[src/gtac_pkg.sv]
// ----------------------------------------------------------------------------
// Gas and temperature alarm controller package
// Shared widths, reset values, register map and types.
// ----------------------------------------------------------------------------
package gtac_pkg;

    localparam int DEF_WINDOW_DEPTH = 100;
    localparam int DEF_SAMPLE_BITS  = 12;
    localparam int DEF_KEY_COUNT    = 4;

    localparam int CODE_W  = 4;
    localparam int LIMIT_W = 20;
    localparam int BLINK_W = 10;
    localparam int ATT_W   = 4;

    localparam int APB_DATA_W = 32;
    localparam int APB_ADDR_W = 5;

    localparam logic [CODE_W-1:0]  RST_UNLOCK_CODE  = 4'd3;
    localparam logic [LIMIT_W-1:0] RST_TEMP_LIMIT   = 20'd62045;
    localparam logic [BLINK_W-1:0] RST_BLINK_GAS    = 10'd100;
    localparam logic [BLINK_W-1:0] RST_BLINK_TEMP   = 10'd50;
    localparam logic [BLINK_W-1:0] RST_BLINK_BOTH   = 10'd10;
    localparam logic [ATT_W-1:0]   RST_MAX_ATTEMPTS = 4'd5;

    localparam logic [BLINK_W-1:0] COUNT_MAX = '1;

    localparam int LED_ALARM   = 0;
    localparam int LED_BLOCKED = 1;
    localparam int LED_WRONG   = 2;

    typedef logic [2:0] t_reg_idx;

    localparam t_reg_idx REG_UNLOCK_CODE  = 3'd0;
    localparam t_reg_idx REG_TEMP_LIMIT   = 3'd1;
    localparam t_reg_idx REG_BLINK_GAS    = 3'd2;
    localparam t_reg_idx REG_BLINK_TEMP   = 3'd3;
    localparam t_reg_idx REG_BLINK_BOTH   = 3'd4;
    localparam t_reg_idx REG_MAX_ATTEMPTS = 3'd5;

    typedef struct packed {
        logic [CODE_W-1:0]  unlock_code;
        logic [LIMIT_W-1:0] temp_limit_sum;
        logic [BLINK_W-1:0] blink_gas_ticks;
        logic [BLINK_W-1:0] blink_temp_ticks;
        logic [BLINK_W-1:0] blink_both_ticks;
        logic [ATT_W-1:0]   max_wrong_attempts;
    } t_cfg;

    typedef struct packed {
        logic alarm_led;
        logic blocked_led;
        logic wrong_code_led;
        logic alarm_active;
        logic over_temp;
    } t_result;

endpackage

[src/gtac_if.sv]
// ----------------------------------------------------------------------------
// Gas and temperature alarm controller channels
// Tick input channel and result output channel with valid/ready handshakes.
// ----------------------------------------------------------------------------
interface gtac_in_if #(
    parameter int SAMPLE_BITS = gtac_pkg::DEF_SAMPLE_BITS,
    parameter int KEY_COUNT   = gtac_pkg::DEF_KEY_COUNT
);
    logic                   valid;
    logic                   ready;
    logic [SAMPLE_BITS-1:0] temp_sample;
    logic                   gas_sense_n;
    logic                   test_button;
    logic [KEY_COUNT-1:0]   code_keys;
    logic                   enter_button;

    modport source (
        output valid, temp_sample, gas_sense_n, test_button, code_keys, enter_button,
        input  ready
    );
    modport sink (
        input  valid, temp_sample, gas_sense_n, test_button, code_keys, enter_button,
        output ready
    );
endinterface

interface gtac_out_if;
    logic valid;
    logic ready;
    logic alarm_led;
    logic blocked_led;
    logic wrong_code_led;
    logic alarm_active;
    logic over_temp;

    modport source (
        output valid, alarm_led, blocked_led, wrong_code_led, alarm_active, over_temp,
        input  ready
    );
    modport sink (
        input  valid, alarm_led, blocked_led, wrong_code_led, alarm_active, over_temp,
        output ready
    );
endinterface

[src/gtac_cfg.sv]
// ----------------------------------------------------------------------------
// Configuration register file
// APB write and read access to the six alarm configuration registers.
// ----------------------------------------------------------------------------
module gtac_cfg (
    input  logic                            i_clk,
    input  logic                            i_rst_n,
    input  logic                            psel,
    input  logic                            penable,
    input  logic                            pwrite,
    input  logic [gtac_pkg::APB_ADDR_W-1:0] paddr,
    input  logic [gtac_pkg::APB_DATA_W-1:0] pwdata,
    output logic [gtac_pkg::APB_DATA_W-1:0] prdata,
    output logic                            pready,
    output gtac_pkg::t_cfg                  o_cfg
);
    import gtac_pkg::*;

    t_cfg     r_cfg;
    t_reg_idx reg_idx;
    logic     wr_en;

    assign reg_idx = paddr[APB_ADDR_W-1:2];
    assign pready  = 1'b1;
    assign wr_en   = psel & penable & pwrite & pready;
    assign o_cfg   = r_cfg;

    always_ff @(posedge i_clk) begin
        if (!i_rst_n) begin
            r_cfg.unlock_code        <= RST_UNLOCK_CODE;
            r_cfg.temp_limit_sum     <= RST_TEMP_LIMIT;
            r_cfg.blink_gas_ticks    <= RST_BLINK_GAS;
            r_cfg.blink_temp_ticks   <= RST_BLINK_TEMP;
            r_cfg.blink_both_ticks   <= RST_BLINK_BOTH;
            r_cfg.max_wrong_attempts <= RST_MAX_ATTEMPTS;
        end else if (wr_en) begin
            case (reg_idx)
                REG_UNLOCK_CODE:  r_cfg.unlock_code        <= pwdata[CODE_W-1:0];
                REG_TEMP_LIMIT:   r_cfg.temp_limit_sum     <= pwdata[LIMIT_W-1:0];
                REG_BLINK_GAS:    r_cfg.blink_gas_ticks    <= pwdata[BLINK_W-1:0];
                REG_BLINK_TEMP:   r_cfg.blink_temp_ticks   <= pwdata[BLINK_W-1:0];
                REG_BLINK_BOTH:   r_cfg.blink_both_ticks   <= pwdata[BLINK_W-1:0];
                REG_MAX_ATTEMPTS: r_cfg.max_wrong_attempts <= pwdata[ATT_W-1:0];
                default: begin
                end
            endcase
        end
    end

    always_comb begin
        case (reg_idx)
            REG_UNLOCK_CODE:  prdata = APB_DATA_W'(r_cfg.unlock_code);
            REG_TEMP_LIMIT:   prdata = APB_DATA_W'(r_cfg.temp_limit_sum);
            REG_BLINK_GAS:    prdata = APB_DATA_W'(r_cfg.blink_gas_ticks);
            REG_BLINK_TEMP:   prdata = APB_DATA_W'(r_cfg.blink_temp_ticks);
            REG_BLINK_BOTH:   prdata = APB_DATA_W'(r_cfg.blink_both_ticks);
            REG_MAX_ATTEMPTS: prdata = APB_DATA_W'(r_cfg.max_wrong_attempts);
            default:          prdata = '0;
        endcase
    end

endmodule

[src/gtac_window.sv]
// ----------------------------------------------------------------------------
// Temperature window
// Sample memory with running sum and over-temperature compare.
// ----------------------------------------------------------------------------
module gtac_window #(
    parameter int WINDOW_DEPTH = gtac_pkg::DEF_WINDOW_DEPTH,
    parameter int SAMPLE_BITS  = gtac_pkg::DEF_SAMPLE_BITS
) (
    input  logic                         i_clk,
    input  logic                         i_rst_n,
    input  logic                         i_step,
    input  logic [SAMPLE_BITS-1:0]       i_sample,
    input  logic [gtac_pkg::LIMIT_W-1:0] i_limit,
    output logic                         o_over
);
    import gtac_pkg::*;

    localparam int PTR_W = (WINDOW_DEPTH > 1) ? $clog2(WINDOW_DEPTH) : 1;
    localparam int SUM_W = SAMPLE_BITS + ((WINDOW_DEPTH > 1) ? $clog2(WINDOW_DEPTH) : 0);
    localparam int CMP_W = (SUM_W > LIMIT_W) ? SUM_W : LIMIT_W;
    localparam logic [PTR_W-1:0] LAST_PTR = PTR_W'(WINDOW_DEPTH - 1);

    logic [SAMPLE_BITS-1:0] r_mem [WINDOW_DEPTH];
    logic [PTR_W-1:0]       r_ptr;
    logic [PTR_W-1:0]       n_ptr;
    logic                   r_full;
    logic                   n_full;
    logic [SAMPLE_BITS-1:0] r_old;
    logic [SUM_W-1:0]       r_sum;
    logic [SUM_W-1:0]       n_sum;

    // The entry at the next pointer holds a written sample only once the window has wrapped.
    assign n_ptr  = (r_ptr == LAST_PTR) ? '0 : r_ptr + 1'b1;
    assign n_full = r_full | (r_ptr == LAST_PTR);
    assign n_sum  = r_sum - SUM_W'(r_old) + SUM_W'(i_sample);
    assign o_over = CMP_W'(n_sum) > CMP_W'(i_limit);

    always_ff @(posedge i_clk) begin
        if (i_step) begin
            r_mem[r_ptr] <= i_sample;
        end
    end

    always_ff @(posedge i_clk) begin
        if (!i_rst_n) begin
            r_ptr  <= '0;
            r_full <= 1'b0;
            r_sum  <= '0;
            r_old  <= '0;
        end else if (i_step) begin
            r_ptr  <= n_ptr;
            r_full <= n_full;
            r_sum  <= n_sum;
            if (!n_full) begin
                r_old <= '0;
            end else if (n_ptr == r_ptr) begin
                r_old <= i_sample;
            end else begin
                r_old <= r_mem[n_ptr];
            end
        end
    end

endmodule

[src/gtac_alarm.sv]
// ----------------------------------------------------------------------------
// Alarm and keypad logic
// Cause latches, blink counter, LED bits and wrong-attempt counter.
// ----------------------------------------------------------------------------
module gtac_alarm #(
    parameter int KEY_COUNT = gtac_pkg::DEF_KEY_COUNT
) (
    input  logic                 i_clk,
    input  logic                 i_rst_n,
    input  logic                 i_step,
    input  logic                 i_gas_sense_n,
    input  logic                 i_test_button,
    input  logic [KEY_COUNT-1:0] i_code_keys,
    input  logic                 i_enter_button,
    input  logic                 i_over,
    input  gtac_pkg::t_cfg       i_cfg,
    output gtac_pkg::t_result    o_result
);
    import gtac_pkg::*;

    localparam int CMPK_W = (KEY_COUNT > CODE_W) ? KEY_COUNT : CODE_W;
    localparam logic [KEY_COUNT-1:0] ALL_KEYS = '1;

    logic               r_alarm;
    logic               n_alarm;
    logic               r_gas;
    logic               n_gas;
    logic               r_heat;
    logic               n_heat;
    logic [BLINK_W-1:0] r_blink;
    logic [BLINK_W-1:0] n_blink;
    logic [2:0]         r_leds;
    logic [2:0]         n_leds;
    logic [ATT_W-1:0]   r_wrong;
    logic [ATT_W-1:0]   n_wrong;
    logic [BLINK_W-1:0] half;
    logic [KEY_COUNT-1:0] code_k;
    logic               gas;

    assign code_k = KEY_COUNT'(CMPK_W'(i_cfg.unlock_code));

    always_comb begin
        gas     = !i_gas_sense_n;
        n_alarm = r_alarm | gas | i_over | i_test_button;
        n_gas   = r_gas | gas | i_test_button;
        n_heat  = r_heat | i_over | i_test_button;
        n_blink = r_blink;
        n_leds  = r_leds;
        n_wrong = r_wrong;
        half    = '0;

        if (n_alarm) begin
            if (r_blink != COUNT_MAX) begin
                n_blink = r_blink + 1'b1;
            end
            if (n_gas && n_heat) begin
                half = i_cfg.blink_both_ticks;
            end else if (n_gas) begin
                half = i_cfg.blink_gas_ticks;
            end else begin
                half = i_cfg.blink_temp_ticks;
            end
            if ((n_gas || n_heat) && (n_blink >= half)) begin
                n_blink            = '0;
                n_leds[LED_ALARM]  = ~r_leds[LED_ALARM];
            end
        end else begin
            n_leds = '0;
            n_gas  = 1'b0;
            n_heat = 1'b0;
        end

        if (r_wrong < i_cfg.max_wrong_attempts) begin
            if ((i_code_keys == ALL_KEYS) && !i_enter_button) begin
                n_leds[LED_WRONG] = 1'b0;
            end
            if (i_enter_button && !n_leds[LED_WRONG] && n_alarm) begin
                if (i_code_keys == code_k) begin
                    n_alarm = 1'b0;
                    n_wrong = '0;
                end else begin
                    n_leds[LED_WRONG] = 1'b1;
                    n_wrong           = r_wrong + 1'b1;
                end
            end
        end else begin
            n_leds[LED_BLOCKED] = 1'b1;
        end

        o_result.alarm_led      = n_leds[LED_ALARM];
        o_result.blocked_led    = n_leds[LED_BLOCKED];
        o_result.wrong_code_led = n_leds[LED_WRONG];
        o_result.alarm_active   = n_alarm;
        o_result.over_temp      = i_over;
    end

    always_ff @(posedge i_clk) begin
        if (!i_rst_n) begin
            r_alarm <= 1'b0;
            r_gas   <= 1'b0;
            r_heat  <= 1'b0;
            r_blink <= '0;
            r_leds  <= '0;
            r_wrong <= '0;
        end else if (i_step) begin
            r_alarm <= n_alarm;
            r_gas   <= n_gas;
            r_heat  <= n_heat;
            r_blink <= n_blink;
            r_leds  <= n_leds;
            r_wrong <= n_wrong;
        end
    end

endmodule

[src/gas_temp_alarm_controller.sv]
// ----------------------------------------------------------------------------
// Gas and temperature alarm controller
// Processes one 10 ms tick per input beat and returns one status beat per tick.
// ----------------------------------------------------------------------------
// The input channel carries one tick beat: temperature sample, gas line, test
// button, code keys and enter key. The output channel returns one beat per tick
// with the LED states, the latched alarm and the over-temperature flag.
// Configuration registers must be written over the APB port only while no tick is
// in flight, which the block itself does not enforce; pready is always high and
// reads return the register contents. A tick beat is registered at the input,
// evaluated once the output register can advance and registered at the output.
// One beat is taken every cycle while the receiver keeps ready high; the window
// memory is read and written once per tick and sets that rate.
// Reset clears the window, the running sum, all latches, counters and LEDs,
// and loads the register reset values. When the receiver stalls, the output
// beat holds and one more input beat is still taken into the input register
// before ready drops.
// ----------------------------------------------------------------------------
module gas_temp_alarm_controller #(
    parameter int WINDOW_DEPTH = gtac_pkg::DEF_WINDOW_DEPTH,
    parameter int SAMPLE_BITS  = gtac_pkg::DEF_SAMPLE_BITS,
    parameter int KEY_COUNT    = gtac_pkg::DEF_KEY_COUNT
) (
    input  logic                            i_clk,
    input  logic                            i_rst_n,
    gtac_in_if.sink                         i_in,
    gtac_out_if.source                      o_out,
    input  logic                            psel,
    input  logic                            penable,
    input  logic                            pwrite,
    input  logic [gtac_pkg::APB_ADDR_W-1:0] paddr,
    input  logic [gtac_pkg::APB_DATA_W-1:0] pwdata,
    output logic [gtac_pkg::APB_DATA_W-1:0] prdata,
    output logic                            pready
);
    import gtac_pkg::*;

    t_cfg                   cfg;
    t_result                result;
    t_result                r_out;
    logic                   r_out_valid;
    logic                   r_in_valid;
    logic [SAMPLE_BITS-1:0] r_in_sample;
    logic                   r_in_gas_n;
    logic                   r_in_test;
    logic [KEY_COUNT-1:0]   r_in_keys;
    logic                   r_in_enter;
    logic                   advance;
    logic                   step;
    logic                   over;

    assign advance    = !r_out_valid | o_out.ready;
    assign step       = r_in_valid & advance;
    assign i_in.ready = !r_in_valid | advance;

    always_ff @(posedge i_clk) begin
        if (!i_rst_n) begin
            r_in_valid  <= 1'b0;
            r_out_valid <= 1'b0;
        end else begin
            if (i_in.ready) begin
                r_in_valid <= i_in.valid;
            end
            if (advance) begin
                r_out_valid <= r_in_valid;
            end
        end
    end

    always_ff @(posedge i_clk) begin
        if (i_in.valid && i_in.ready) begin
            r_in_sample <= i_in.temp_sample;
            r_in_gas_n  <= i_in.gas_sense_n;
            r_in_test   <= i_in.test_button;
            r_in_keys   <= i_in.code_keys;
            r_in_enter  <= i_in.enter_button;
        end
        if (step) begin
            r_out <= result;
        end
    end

    gtac_cfg u_cfg (
        .i_clk   (i_clk),
        .i_rst_n (i_rst_n),
        .psel    (psel),
        .penable (penable),
        .pwrite  (pwrite),
        .paddr   (paddr),
        .pwdata  (pwdata),
        .prdata  (prdata),
        .pready  (pready),
        .o_cfg   (cfg)
    );

    gtac_window #(
        .WINDOW_DEPTH (WINDOW_DEPTH),
        .SAMPLE_BITS  (SAMPLE_BITS)
    ) u_window (
        .i_clk    (i_clk),
        .i_rst_n  (i_rst_n),
        .i_step   (step),
        .i_sample (r_in_sample),
        .i_limit  (cfg.temp_limit_sum),
        .o_over   (over)
    );

    gtac_alarm #(
        .KEY_COUNT (KEY_COUNT)
    ) u_alarm (
        .i_clk          (i_clk),
        .i_rst_n        (i_rst_n),
        .i_step         (step),
        .i_gas_sense_n  (r_in_gas_n),
        .i_test_button  (r_in_test),
        .i_code_keys    (r_in_keys),
        .i_enter_button (r_in_enter),
        .i_over         (over),
        .i_cfg          (cfg),
        .o_result       (result)
    );

    assign o_out.valid          = r_out_valid;
    assign o_out.alarm_led      = r_out.alarm_led;
    assign o_out.blocked_led    = r_out.blocked_led;
    assign o_out.wrong_code_led = r_out.wrong_code_led;
    assign o_out.alarm_active   = r_out.alarm_active;
    assign o_out.over_temp      = r_out.over_temp;

endmodule

[src/flat_wrapper.sv]
// flat-port wrapper written by rule: the top's interface ports become plain ports
module gas_temp_alarm_controller_flat import gtac_pkg::*;
#(
    parameter int WINDOW_DEPTH = gtac_pkg::DEF_WINDOW_DEPTH,
    parameter int SAMPLE_BITS  = gtac_pkg::DEF_SAMPLE_BITS,
    parameter int KEY_COUNT    = gtac_pkg::DEF_KEY_COUNT
)
  (i_clk, i_rst_n, psel, penable, pwrite, paddr, pwdata, prdata, pready, i_in_valid, i_in_temp_sample, i_in_gas_sense_n, i_in_test_button, i_in_code_keys, i_in_enter_button, i_in_ready, o_out_valid, o_out_alarm_led, o_out_blocked_led, o_out_wrong_code_led, o_out_alarm_active, o_out_over_temp, o_out_ready);
  gtac_in_if #(.SAMPLE_BITS(SAMPLE_BITS), .KEY_COUNT(KEY_COUNT)) i_in_i ();
  gtac_out_if o_out_i ();
  input  logic i_clk;
  input  logic i_rst_n;
  input  logic psel;
  input  logic penable;
  input  logic pwrite;
  input  logic [gtac_pkg::APB_ADDR_W-1:0] paddr;
  input  logic [gtac_pkg::APB_DATA_W-1:0] pwdata;
  output logic [gtac_pkg::APB_DATA_W-1:0] prdata;
  output logic pready;
  input wire logic [$bits(i_in_i.valid)-1:0] i_in_valid;
  input wire logic [$bits(i_in_i.temp_sample)-1:0] i_in_temp_sample;
  input wire logic [$bits(i_in_i.gas_sense_n)-1:0] i_in_gas_sense_n;
  input wire logic [$bits(i_in_i.test_button)-1:0] i_in_test_button;
  input wire logic [$bits(i_in_i.code_keys)-1:0] i_in_code_keys;
  input wire logic [$bits(i_in_i.enter_button)-1:0] i_in_enter_button;
  output wire logic [$bits(i_in_i.ready)-1:0] i_in_ready;
  output wire logic [$bits(o_out_i.valid)-1:0] o_out_valid;
  output wire logic [$bits(o_out_i.alarm_led)-1:0] o_out_alarm_led;
  output wire logic [$bits(o_out_i.blocked_led)-1:0] o_out_blocked_led;
  output wire logic [$bits(o_out_i.wrong_code_led)-1:0] o_out_wrong_code_led;
  output wire logic [$bits(o_out_i.alarm_active)-1:0] o_out_alarm_active;
  output wire logic [$bits(o_out_i.over_temp)-1:0] o_out_over_temp;
  input wire logic [$bits(o_out_i.ready)-1:0] o_out_ready;
  assign i_in_i.valid = i_in_valid;
  assign i_in_i.temp_sample = i_in_temp_sample;
  assign i_in_i.gas_sense_n = i_in_gas_sense_n;
  assign i_in_i.test_button = i_in_test_button;
  assign i_in_i.code_keys = i_in_code_keys;
  assign i_in_i.enter_button = i_in_enter_button;
  assign i_in_ready = i_in_i.ready;
  assign o_out_valid = o_out_i.valid;
  assign o_out_alarm_led = o_out_i.alarm_led;
  assign o_out_blocked_led = o_out_i.blocked_led;
  assign o_out_wrong_code_led = o_out_i.wrong_code_led;
  assign o_out_alarm_active = o_out_i.alarm_active;
  assign o_out_over_temp = o_out_i.over_temp;
  assign o_out_i.ready = o_out_ready;
  gas_temp_alarm_controller #(.WINDOW_DEPTH(WINDOW_DEPTH), .SAMPLE_BITS(SAMPLE_BITS), .KEY_COUNT(KEY_COUNT)) u_core (.i_clk(i_clk), .i_rst_n(i_rst_n), .i_in(i_in_i), .o_out(o_out_i), .psel(psel), .penable(penable), .pwrite(pwrite), .paddr(paddr), .pwdata(pwdata), .prdata(prdata), .pready(pready));
endmodule
[config.mk]
export PLATFORM = sky130hd
export DESIGN_NAME = gas_temp_alarm_controller_flat
export DESIGN_NICKNAME = d
export VERILOG_FILES = /design/src/gtac_pkg.sv /design/src/gtac_if.sv /design/src/gtac_cfg.sv /design/src/gtac_window.sv /design/src/gtac_alarm.sv /design/src/gas_temp_alarm_controller.sv /design/src/flat_wrapper.sv
export SDC_FILE = /design/constraint.sdc
export NUM_CORES = 2
export LEC_CHECK = 0
export ABC_AREA = 1
export BUFFER_PORTS_ARGS = -buffer_cell sky130_fd_sc_hd__buf_2
export CORE_AREA = 2 2 317 319
export DETAILED_ROUTE_END_ITERATION = 8
export DIE_AREA = 0 0 319 321
export PLACE_DENSITY_LB_ADDON = 0.2
export RECOVER_POWER = 25
export SETUP_SLACK_MARGIN = 0.1
export SYNTH_ARGS = -nofsm -noshare
export SYNTH_HDL_FRONTEND = slang
export SYNTH_SLANG_ARGS = --single-unit
[constraint.sdc]
create_clock -name i_clk -period 13.3 [get_ports i_clk]
set_input_delay 0.665 -clock i_clk [delete_from_list [all_inputs] [get_ports i_clk]]
set_output_delay 0.665 -clock i_clk [all_outputs]
set_load 0.01 [all_outputs]
After elaboration in Yosys (flattened, before gate mapping)
Memories as Yosys holds them, arrays and structs flattened.
Index checks and enable logic that the tools add are counted.
Operators by class
  add/sub/neg operators: 5
  $lt $le $gt $ge: 3
  equal/unequal tests: 10
  multiplexer cells: 27
  bitwise gates (word level): 14
  reduce and logical (&&, ||, !) cells: 21
Operators by type and width (count)
  $pmux 20 s6: 1
  $mux 10: 6
  $mux 12: 2
  $gt 19x20->1: 1
  $add 19x12->19: 1
  $sub 19x12->19: 1
  $mux 1: 15
  $reduce_and 2->1: 7
  $add 10x1->10 const B: 1
  $ge 10x10->1: 1
  $ne 10x10->1 const B: 1
  $or 1x1->1: 10
  $add 7x1->7 const B: 1
  $eq 7x7->1: 1
  $eq 7x7->1 const B: 1
  $mux 7: 1
  $eq 3x2->1 const B: 2
  $eq 3x3->1 const B: 2
  $logic_and 1x1->1: 6
  $logic_not 1->1: 5
  $add 4x1->4 const B: 1
  $eq 4x4->1: 1
  $eq 4x4->1 const B: 1
  $lt 4x4->1: 1
  other kinds (8): 10
Word-level totals
  flip-flop bits (word level): 143
  bits in writable memories: 1200
  input port bits: 63
  output and inout port bits: 40
  logic and storage cells: 109
  memories kept: 1
Memory list
  u_core.u_window.r_mem: words 100, width 12, read ports 1, clocked after Yosys merged registers in 0, write ports 1, RTL line gtac_window.sv:23  | logic [SAMPLE_BITS-1:0] r_mem [WINDOW_DEPTH];

Depth between registers and ports, before layout
  word-level depth: 13
  gate-level depth with buffers: 37
  depth with buffers taken out: 36

Hierarchy
Synthesis repeated with hierarchy kept, for this count alone.
Unflattened totals
  cell total of the unflattened synthesis: 5327
  area total of the unflattened synthesis: 58127.0 um2
Modules (own cells, without submodules)
  gtac_window: times used 1, cells an instance 4547, area an instance 52500.4 um2
  gtac_cfg: times used 1, cells an instance 464, area an instance 3027.9 um2
  gtac_alarm: times used 1, cells an instance 279, area an instance 1783.0 um2
  gas_temp_alarm_controller: times used 1, cells an instance 37, area an instance 815.8 um2

Worst setup path before layout
No wires, ideal clock.
  path kind: register to register
  start: reg u_core.r_in_sample[2]
  end: reg u_core.u_alarm.r_blink[1]
  arrival time: 6.210 ns
  required time: 13.214 ns
  slack: 7.005 ns
  stages on the path, launching flop included: 36
  clock period less this slack: 6.295 ns
  cells stage by stage: edfxtp_1 inv_1 fa_1 inv_1 ha_1 a21oi_1 nor2_1 o21ai_0 o211ai_1 nor2_1 o21bai_1 nand2_1 nand2_1 nand2_1 nand2_1 ha_1 nand4_1 nor2_1 and3_1 nand4_1 nand2_1 nand3b_1 nand2_1 clkbuf_1 o211ai_1 o21ai_0 ha_1 a21oi_1 o21ai_0 nand2_1 and3_1 o41ai_1 nand2_1 clkbuf_1 a21oi_1 a211oi_1
On the way
  cells in the longest elaborated chain, start to end: 10
RTL lines
  start, declared: RTL line gas_temp_alarm_controller.sv:43  | logic [SAMPLE_BITS-1:0] r_in_sample;
  start signal, assigned: RTL line gas_temp_alarm_controller.sv:72  | r_in_sample <= i_in.temp_sample;
  $add 19x12->19 *: RTL line gtac_window.sv:35  | assign n_sum = r_sum - SUM_W'(r_old) + SUM_W'(i_sample);
  via u_core.u_window.n_sum[15]: RTL line gtac_window.sv:30  | logic [SUM_W-1:0] n_sum;
  $gt 19x20->1 *: RTL line gtac_window.sv:36  | assign o_over = CMP_W'(n_sum) > CMP_W'(i_limit);
  $or 1x1->1 (2 in series): RTL line gtac_alarm.sv:46  | n_heat = r_heat | i_over | i_test_button;
  $logic_and 1x1->1: RTL line gtac_alarm.sv:56  | if (n_gas && n_heat) begin
  $mux 10: RTL line gtac_alarm.sv:56
  $mux 10: RTL line gtac_alarm.sv:52  | if (n_alarm) begin
  $ge 10x10->1: RTL line gtac_alarm.sv:63  | if ((n_gas || n_heat) && (n_blink >= half)) begin
  $logic_and 1x1->1: RTL line gtac_alarm.sv:63
  $mux 10: RTL line gtac_alarm.sv:63
  end signal, assigned: RTL line gtac_alarm.sv:109  | r_blink <= n_blink;
  end, declared: RTL line gtac_alarm.sv:30  | logic [BLINK_W-1:0] r_blink;
Mark *: on every way through the listed nets, which the timed path passes. The rest lies on a longest branch. The select of a mux whose other input is x is not followed.
A chain may end at the register's enable or synchronous reset.

Worst setup path after layout
  start: reg u_core.r_in_sample[8]
  end: reg u_core.u_alarm.r_blink[5]
The elaborated chain is that of the path after synthesis.

==> impl_metrics.csv <==
group,metric,value,unit
timing,grt_setup_unrepaired,"no",
cells_and_area,area_growth,9.52,%
synthesis,synthArstFlopShare,0,
timing,maxSlewHeadroom,-2.47,
routing,firstDrtPassIters,6,
timing,fmax,0.112,GHz
floorplan,core-area,0.0993,mm²
clocking,cts_htree_levels,4,
power_and_ir_drop,p_int,7090,µW
placed_design,dp_hpwl,80.9,mm
cells_and_area,layout-drive-gt1-share,0.0673,
routing,drc_errors,0,
critical_path,cp-end-kind,"flop",
clocking,cts_setup_buffers,0,
synthesis,synth_area_per_cell,11.1,µm²
power_and_ir_drop,p_total,9520,µW
power_and_ir_drop,power_frac_comb,0.116,
synthesis,netlist_instances,5147,
critical_path,setup.worst_path.class,"reg2reg",
routing,wl_per_cell,22.8,µm
power_and_ir_drop,clock_power_share,0.395,
clocking,ctsHoldBuffers,0,
critical_path,cp_data_arrival_time,9420,ps
synthesis,yosys_register_bits,1343,
clocking,clock_sinks,1343,
outcome,status,"complete, but fails checks",
cells_and_area,stdcell_count,6527,
placed_design,post-place-cells,6280,
critical_path,path_common_cell,"nand2_1",
grt,grt_max_degree,204,
routing,via_count,39700,
power_and_ir_drop,switching_power,2430,µW
timing,post-route-period-util,0.668,
clocking,cts_resized,0,
synthesis,ys_types,46,
placed_design,port_buffers,75,
routing,routed_wl,149,mm
critical_path,cp_num_buf_inv,3,
timing,worst_slew_pin_slew,5200,ps
placed_design,gp_congestion,0.899,
critical_path,cp.required,13830,ps
grt,grt_first_pass_wirelength,224,mm
synthesis,ys_seq_area_frac,0.684,
clocking,clockRootBuffer,"clkbuf_16",
cells_and_area,nets,5250,
power_and_ir_drop,max-vdd-ir-drop,131,µV
floorplan,ios,103,
synthesis,syn_area,0.0572,mm²
grt,grt_pass1_vias,37200,
outcome,failed_checks,"capacitance limit, slew limit",
floorplan,placementRows,116,
synthesis,ys_warn_count,0,
hold_path,min-delay-path-class,"in2reg",
synthesis,synth_flop_cell,"edfxtp_1",
critical_path,reg2reg_setup_slack,4410,ps
timing,skew,23.0,ps
power_and_ir_drop,leakage,0.0226,µW
floorplan,initial_core_util,0.576,
clocking,clock_path_buffers,3,
routing,viasPerCell,6.09,
clocking,clk_latency,750,ps
routing,drt-initial-drc-count,5256,
floorplan,die_h,321,µm
routing,ant_nets,0,
critical_path,critical-path-max-stage-delay,2310,ps
clocking,cts_tree,"yes",
timing,finalSetupViolations,0,
clocking,clk_transition_reported_paths,60,ps
critical_path,r2r-start,"u_core.r_in_sample[8]$_DFFE_PP_",
floorplan,chipWidth,319,µm
hold_path,hp-start,"i_in_gas_sense_n",
grt,grt_remaining_overflow,0,
clocking,cts_made_buffers,137,
power_and_ir_drop,seqPwrFrac,0.489,
critical_path,crit_start,"u_core.r_in_sample[8]$_DFFE_PP_",
timing,fin_crit,8890,ps
critical_path,cp-start-kind,"flop",
timing,fin_tns_setup,0,ps
run,drv_cap,13,
synthesis,synth_edf_count,1224,
grt,antenna_found_initial,1,
critical_path,cp_slowest_cell,"clkbuf_1",
power_and_ir_drop,power-per-cell-area,152,mW/mm²
critical_path,cp_max_fo,52,
power_and_ir_drop,power.share.switching,0.255,
timing,hold_viol_final,0,
grt,grtUsageTotal,0.287,
floorplan,dieArea,0.102,mm²
critical_path,critPathTopFamily,"buffers and inverters",
timing,drv_slew,722,
## logic make-up (layout without fill, tap and decap cells)
logic type               count (synthesis)  in the layout  synth area share
AND/OR/NAND/NOR                       2891           2891             0.225
flip-flops                            1343           1343             0.684
buffers and inverters                  537            607            0.0429
AO/OA/AOI/OAI                          279            279            0.0274
adder cells (fa/ha/maj)                 66             66            0.0160
XOR/XNOR                                29             29           0.00444
other                                    2             14          0.000131
## power groups by stage
stage                     Sequential (µW)  Clock [µW]  Combinational (µW)
after global placement               4740           0                1070
after global routing                 4660        3950                1210
after CTS                            4650        3790                1090
final                                4660        3760                1100
after detailed placement             4740           0                1080
after floorplan                      4770           0                 712
## cells in the final DEF (no fill, tap or decap), types with 5 or more instances in the layout
master	synthesis	final
nand3_1	1502	1502
edfxtp_1	1224	1224
nand2_1	1130	1129
nor2_1	213	213
inv_1	174	174
clkbuf_16	0	138
a21oi_1	120	120
dfxtp_1	119	119
o21ai_0	100	100
buf_4	66	82
buf_2	90	64
clkbuf_1	114	58
ha_1	54	53
clkinv_1	4	36
o211ai_1	25	25
xor2_1	24	24
nor3_1	18	17
conb_1	2	13
nand4_1	12	12
fa_1	12	12
bufinv_16	0	11
clkinv_2	0	11
inv_6	0	7
a22oi_1	6	6
xnor2_1	5	5
o2111ai_1	5	5
a211oi_1	5	5
a32o_1	5	5
## worst paths after layout
check,to,cells after the start
setup reg to reg,u_core.u_alarm.r_blink[5]$_SDFFE_PN0P_,31
setup / recovery,u_core.u_alarm.r_blink[5]$_SDFFE_PN0P_,31
hold / removal,u_core.r_in_gas_n$_DFFE_PP_,1
hold reg to reg,u_core.u_alarm.r_heat$_SDFFE_PN0P_,2
## cells in the mapped netlist (2+ instances only)
cell / n / area, µm²
a21oi_1: 120 / 601
dfxtp_1: 119 / 2380
o211ai_1: 25 / 188
buf_2: 90 / 450
o31ai_1: 2 / 15.0
ha_1: 54 / 676
o21ai_0: 100 / 500
a32o_1: 5 / 50.1
edfxtp_1: 1224 / 36800
nand2_1: 1130 / 4240
xnor2_1: 5 / 43.8
inv_1: 174 / 653
a211oi_1: 5 / 37.5
nand3_1: 1502 / 7520
nor3_1: 18 / 90.1
conb_1: 2 / 7.51
xor2_1: 24 / 210
clkinv_1: 4 / 15.0
buf_6: 10 / 113
nor4_1: 3 / 18.8
nor2_1: 213 / 800
buf_1: 71 / 267
fa_1: 12 / 240
a221oi_1: 3 / 26.3
or2_2: 2 / 12.5
nor2_2: 2 / 12.5
buf_4: 66 / 495
o2111ai_1: 5 / 43.8
nand4_1: 12 / 75.1
o21bai_1: 2 / 15.0
and3_1: 3 / 18.8
a22oi_1: 6 / 45.0
inv_2: 8 / 30.0
clkbuf_1: 114 / 428
## registers in the layout, summed over array words and instances (netlist names), 3 cells and up
| register | cells |
|---|---|
| u_core.r_in_sample | 12 |
| u_core.u_window.r_ptr | 7 |
| u_core.u_window.r_sum | 19 |
| u_core.u_window.r_old | 12 |
| u_core.u_alarm.r_wrong | 4 |
| u_core.u_alarm.r_blink | 10 |
| u_core.r_in_keys | 4 |
| u_core.u_alarm.r_leds | 3 |
| u_core.u_cfg.o_cfg | 58 |
| u_core.u_window.r_mem | 1200 |
## per-stage QoR
step,util,area (µm²),hold slack (ps),worst slack (ps)
after floorplan,-,57200,444,7000
after global placement,0.588,58300,453,6400
after detailed placement,0.588,58300,461,6280
after CTS,0.631,62700,65.5,6210
after global routing,0.631,62600,78.5,3650
final,0.631,62600,99.5,4410
## layout make-up
| type | instances | area, µm² |
|---|---|---|
| well taps | 1298 | 1620 |
| flip-flops and latches | 1343 | 39100 |
| repair buffers | 175 | 1110 |
| diodes | 1 | 2.50 |
| clock buffers | 174 | 3620 |
| clock inverters | 72 | 734 |
| fillers | 7613 | 36600 |
| multi-input cells | 3278 | 15700 |
| inverters | 186 | 723 |
## per-layer routing
layer | up-vias | wire (µm) | share of wire | global-route usage
met1 | 19300 | 59600 | 0.40 | 0.400
met4 | 0 | 4680 | 0.031 | 0.104
met2 | 1947 | 70300 | 0.47 | 0.455
met5 | - | 0 | 0 | 0
li1 | 18200 | - | - | -
met3 | 282 | 14000 | 0.094 | 0.0511
No activity file was read; power rests on OpenSTA's default activity.
